**src/rtl/spq_pkg.sv**
```systemverilog
// Shared types and constants for the sorted insertion priority queue.
`default_nettype none

package spq_pkg;

  // Default number of cells in the chain.
  localparam int unsigned QueueDepth = 16;

  // Command codes.
  typedef enum logic [1:0] {
    CmdInsert = 2'd0,
    CmdRemove = 2'd1,
    CmdPeek   = 2'd2,
    CmdNop    = 2'd3
  } cmd_e;

  // Result status codes.
  typedef enum logic [1:0] {
    StOk    = 2'd0,
    StEmpty = 2'd1,
    StFull  = 2'd2,
    StRsvd  = 2'd3
  } status_e;

  // One stored entry.
  typedef struct packed {
    logic [15:0] key;
    logic [7:0]  tag;
    logic [15:0] duration;
  } entry_t;

  // Command word.
  typedef struct packed {
    cmd_e        command;
    logic [15:0] entry_key;
    logic [7:0]  entry_tag;
    logic [15:0] entry_duration;
  } cmd_t;

  // Result word.
  typedef struct packed {
    status_e     status;
    logic [15:0] head_key;
    logic [7:0]  head_tag;
    logic [15:0] head_duration;
    logic        now_empty;
  } res_t;

  // Per-cycle control broadcast to every cell.
  typedef struct packed {
    logic do_insert;
    logic do_remove;
  } cell_ctrl_t;

endpackage

`default_nettype wire

```
**src/rtl/sorted_insert_priority_queue_core.sv**
```systemverilog
// Top level of the sorted insertion priority queue built as a chain of cells.
`default_nettype none

// The result word is registered: it appears on res_o, marked by valid_o, in the cycle after start.
// Throughput: one command per cycle; every cell compares its key in parallel.
// busy stays low, so commands may be issued back to back.
// Reset clears the entry count and the result strobe; cell contents are
// left as they are and are never shown before they have been written.
module sorted_insert_priority_queue_core #(
  parameter int unsigned QueueDepth = spq_pkg::QueueDepth
) (
  input  wire logic          clk_i,
  input  wire logic          rst_ni,
  input  wire logic          start,
  output logic               busy,
  input  wire spq_pkg::cmd_t in_i,
  output logic               valid_o,
  output spq_pkg::res_t      res_o
);

  localparam int unsigned CntW = $clog2(QueueDepth + 1);

  logic [CntW-1:0]     count_q, count_d;
  logic                valid_q;
  spq_pkg::res_t       res_q, res_d;
  spq_pkg::cell_ctrl_t ctrl;
  spq_pkg::entry_t     new_entry;
  spq_pkg::entry_t     cell_entry [QueueDepth];
  logic                cell_ge    [QueueDepth];
  logic                accept, is_full, is_empty;

  assign busy   = 1'b0;
  assign accept = start && !busy;

  assign is_full  = (count_q == CntW'(QueueDepth));
  assign is_empty = (count_q == '0);

  assign new_entry.key      = in_i.entry_key;
  assign new_entry.tag      = in_i.entry_tag;
  assign new_entry.duration = in_i.entry_duration;

  // Command decode and the next result word.
  always_comb begin
    ctrl          = '0;
    count_d       = count_q;
    res_d         = '0;
    res_d.status  = spq_pkg::StOk;
    if (accept) begin
      case (in_i.command)
        spq_pkg::CmdInsert: begin
          if (is_full) begin
            res_d.status = spq_pkg::StFull;
          end else begin
            ctrl.do_insert = 1'b1;
            count_d        = count_q + CntW'(1);
          end
        end
        spq_pkg::CmdRemove, spq_pkg::CmdPeek: begin
          if (is_empty) begin
            res_d.status = spq_pkg::StEmpty;
          end else begin
            res_d.head_key      = cell_entry[0].key;
            res_d.head_tag      = cell_entry[0].tag;
            res_d.head_duration = cell_entry[0].duration;
            if (in_i.command == spq_pkg::CmdRemove) begin
              ctrl.do_remove = 1'b1;
              count_d        = count_q - CntW'(1);
            end
          end
        end
        default: begin
        end
      endcase
    end
    res_d.now_empty = (count_d == '0);
  end

  // The chain of cells.
  for (genvar i = 0; i < QueueDepth; i++) begin : g_cell
    logic            prev_ge;
    spq_pkg::entry_t left_entry, right_entry;

    if (i == 0) begin : g_first
      assign prev_ge    = 1'b0;
      assign left_entry = new_entry;
    end else begin : g_inner
      assign prev_ge    = cell_ge[i-1];
      assign left_entry = cell_entry[i-1];
    end

    if (i == QueueDepth - 1) begin : g_last
      assign right_entry = cell_entry[i];
    end else begin : g_mid
      assign right_entry = cell_entry[i+1];
    end

    spq_cell u_cell (
      .clk_i         (clk_i),
      .ctrl_i        (ctrl),
      .new_entry_i   (new_entry),
      .occupied_i    (count_q > CntW'(i)),
      .prev_ge_i     (prev_ge),
      .left_entry_i  (left_entry),
      .right_entry_i (right_entry),
      .ge_o          (cell_ge[i]),
      .entry_o       (cell_entry[i])
    );
  end

  // Entry count and result strobe.
  always_ff @(posedge clk_i or negedge rst_ni) begin
    if (!rst_ni) begin
      count_q <= '0;
      valid_q <= 1'b0;
    end else begin
      count_q <= count_d;
      valid_q <= accept;
    end
  end

  // Result word register.
  always_ff @(posedge clk_i) begin
    res_q <= res_d;
  end

  assign valid_o = valid_q;
  assign res_o   = res_q;

  // The entry count never passes the number of cells.
  a_count_bound : assert property (@(posedge clk_i) disable iff (!rst_ni)
    count_q <= CntW'(QueueDepth))
    else $error("entry count exceeds queue depth");

  // A result word is only shown for a command taken the cycle before.
  a_valid_follows_start : assert property (@(posedge clk_i) disable iff (!rst_ni)
    valid_q |-> $past(accept))
    else $error("result strobe without a command");

  // A dropped insert leaves the count unchanged.
  a_full_holds : assert property (@(posedge clk_i) disable iff (!rst_ni)
    (accept && is_full && in_i.command == spq_pkg::CmdInsert) |=> $stable(count_q))
    else $error("insert into full queue changed the count");

  // The reported empty flag agrees with the stored count.
  a_empty_flag : assert property (@(posedge clk_i) disable iff (!rst_ni)
    valid_q |-> (res_q.now_empty == (count_q == '0)))
    else $error("empty flag disagrees with entry count");

endmodule

`default_nettype wire

```
**src/rtl/spq_cell.sv**
```systemverilog
// One cell of the sorted chain: holds one entry and shifts it left or right.
`default_nettype none

module spq_cell (
  input  wire logic               clk_i,
  input  wire spq_pkg::cell_ctrl_t ctrl_i,
  input  wire spq_pkg::entry_t    new_entry_i,
  input  wire logic               occupied_i,
  input  wire logic               prev_ge_i,
  input  wire spq_pkg::entry_t    left_entry_i,
  input  wire spq_pkg::entry_t    right_entry_i,
  output logic                    ge_o,
  output spq_pkg::entry_t         entry_o
);

  spq_pkg::entry_t data_q, data_d;

  // This cell lies at or beyond the insertion point when it is empty or its
  // key is strictly greater, which keeps equal keys in arrival order.
  assign ge_o = !occupied_i || (data_q.key > new_entry_i.key);

  // Insert: cells past the insertion point take their left neighbour, the
  // cell at that point takes the new word. Remove: every cell takes its
  // right neighbour; the last cell keeps its own entry.
  always_comb begin
    data_d = data_q;
    if (ctrl_i.do_insert) begin
      if (prev_ge_i) begin
        data_d = left_entry_i;
      end else if (ge_o) begin
        data_d = new_entry_i;
      end
    end else if (ctrl_i.do_remove) begin
      data_d = right_entry_i;
    end
  end

  always_ff @(posedge clk_i) begin
    data_q <= data_d;
  end

  assign entry_o = data_q;

endmodule

`default_nettype wire
```
**config.mk**
```make
export PLATFORM = sky130hd
export DESIGN_NAME = sorted_insert_priority_queue_core
export DESIGN_NICKNAME = d
export VERILOG_FILES = /design/src/rtl/spq_pkg.sv /design/src/rtl/sorted_insert_priority_queue_core.sv /design/src/rtl/spq_cell.sv
export SDC_FILE = /design/constraint.sdc
export NUM_CORES = 2
export LEC_CHECK = 0
export BUFFER_PORTS_ARGS = -buffer_cell sky130_fd_sc_hd__buf_2
export CORE_ASPECT_RATIO = 0.6
export CORE_UTILIZATION = 58
export DETAILED_ROUTE_END_ITERATION = 16
export GPL_ROUTABILITY_DRIVEN = 0
export HOLD_SLACK_MARGIN = 0.06
export PLACE_DENSITY = 0.88
export SLEW_MARGIN = 30
export SYNTH_ARGS = -nofsm -noshare
export SYNTH_HDL_FRONTEND = slang
export SYNTH_HIERARCHICAL = 1
export SYNTH_SLANG_ARGS = --single-unit
```
**constraint.sdc**
```tcl
create_clock -name clk_i -period 3.74 [get_ports clk_i]
set_input_delay 0.561 -clock clk_i [delete_from_list [all_inputs] [get_ports clk_i]]
set_output_delay 0.561 -clock clk_i [all_outputs]
set_load 0.02 [all_outputs]
```
==> reports/results.tsv <==
metric	value	unit
outcome	completed	
hpwl	77500	microns
design_area	0.0453	sq mm
cts_buffers	60	
pin_count	90	
viasPerCell	6.44	
die_h	208	microns
hold_class	in2reg	
final_hold_viol_count	0	
fmaxAchievable	306	MHz
port_buffers	88	
vias	31700	
clk_latency	0.65	ns
start_util	58.7	%
worstMarginPinSlew	0.925	ns
antenna_found_initial	1	
routedWlPerCell	22.9	microns
setup_viol	0	
grt_pass1_vias	30500	
cap_violations	0	
overflow	0	
wl	113000	microns
cts_tree	yes	
cts_sinks	689	
crit_path_end_kind	register	
required	4.10	ns
core	0.0699	sq mm
layout_commonest_cell	a21oi_1	
n_antenna_cell	0	
finalClockSkew	0.0221	ns
syn_avg_cell_area	10.5	sq um
clkTransAtPathRegs	0.07	ns
layout_common_cells	a21oi_1 (747), nor2_1 (650), mux2i_1 (641)	
critPathLaunchType	input pin	
drtIter0Drc	4599	
yosys_warnings	6	
grt.total_usage	30.6	%
ir_worst_vdd	0.000519	V
clock-root-buffer	clkbuf_16	
syn2layout_area_growth	10.3	%
first_pass_iters	8	
postCtsSetupBuffers	0	
slew_headroom	38.3	%
syn_area	0.0410	sq mm
worst-setup-path-type	in2reg	
final_nets	4256	
drc	0	
placed_area	0.0433	sq mm
rsz0062_at_grt	no	
drv_slew	0	
powerDensity	556	mW/mm^2
instances_no_fill	4921	
critPathMaxFanout	26	
p_leak	19.8	nW
dieWidth	345	microns
die_area	0.0719	sq mm
worstPathArrival	3.63	ns
grt_first_pass_wirelength	173000	microns
finalCriticalPeriod	3.27	ns
fin_crit_sh	87.4	%
drt.antenna.violating_nets	0	
place_inst	4807	
htree_levels	2	
drive_gt1_share	9.38	%
total_power	25.2	mW
postSynthCellCount	3915	
clockBufferDepth	3	
n_fill_cell	4981	
grt_max_degree	200	
rows	75	
==> worst max-delay path, stage by stage <==
cell,delay (ns)
buf_2,0.59
buf_4,0.27
inv_1,0.05
ha_1,0.28
nor2b_1,0.14
o211ai_1,0.09
a2111o_1,0.37
a31oi_1,0.23
nand2b_2,0.25
buf_4,0.30
mux2i_1,0.30
a21oi_1,0.12
==> final timing paths <==
| kind | slack, ns | end | start | cells after the start |
|---|---|---|---|---|
| max | 0.47 | g_cell[7].u_cell/entry_o[19] | in_i[25] | 12 |
| min | 0.12 | valid_o | start | 1 |
| max reg2reg | 0.55 | g_cell[8].u_cell/entry_o[13] | count_q[1] | 8 |
| min reg2reg | 0.48 | res_o[6] | g_cell[0].u_cell/entry_o[5] | 1 |
| max in group asynchronous | 3.29 | valid_o | rst_ni | 2 |
| min in group asynchronous | 0.28 | count_q[1] | rst_ni | 2 |
==> routing by layer <==
metal | share of wire, % | global-route usage (%)
met5 | 0.012 | 0
met4 | 2.7 | 9.01
met3 | 14 | 7.54
met2 | 42 | 44.3
met1 | 42 | 45.2
==> where the power goes <==
group          internal [mW]  switching (mW)
logic                   3.44            5.06
registers               9.57           0.637
clock network           3.49            2.95
==> what timing repair did <==
item,4_1_cts,5_1_grt
hold buffers,1,0
endpoints found under the hold margin,6,0
gates resized for setup,0,0
==> per-stage QoR <==
step | setup TNS, ns | hold slack (ns) | util [%] | setup slack, ns
3_3_place_gp | 0 | 0.415 | 62.0 | 0.134
4_1_cts | 0 | 0.103 | 64.7 | 0.417
5_1_grt | 0 | 0.110 | 64.8 | 0.393
3_5_place_dp | -0.000975 | 0.412 | 62.0 | -0.000515
6_report | 0 | 0.116 | 64.8 | 0.470
2_1_floorplan | 0 | 0.265 | - | 0.164
==> flip-flops by register name, indices dropped and copies added (netlist names) <==
| register | flops |
|---|---|
| valid_o | 1 |
| res_o | 43 |
| count_q | 5 |
| g_cell.u_cell/entry_o | 640 |
==> cell type report <==
class                      count  area (sq um)  share of cell area [%]
clock buffer                  82          1610                    3.55
clock inverter                31           330                   0.730
inverter                     266           998                    2.21
multi-input combinational   2725         18900                    41.7
sequential                   689         20200                    44.7
tap                          924          1160                    2.55
timing repair buffer         204          2060                    4.56
No activity file was read; power rests on OpenSTA's default activity.
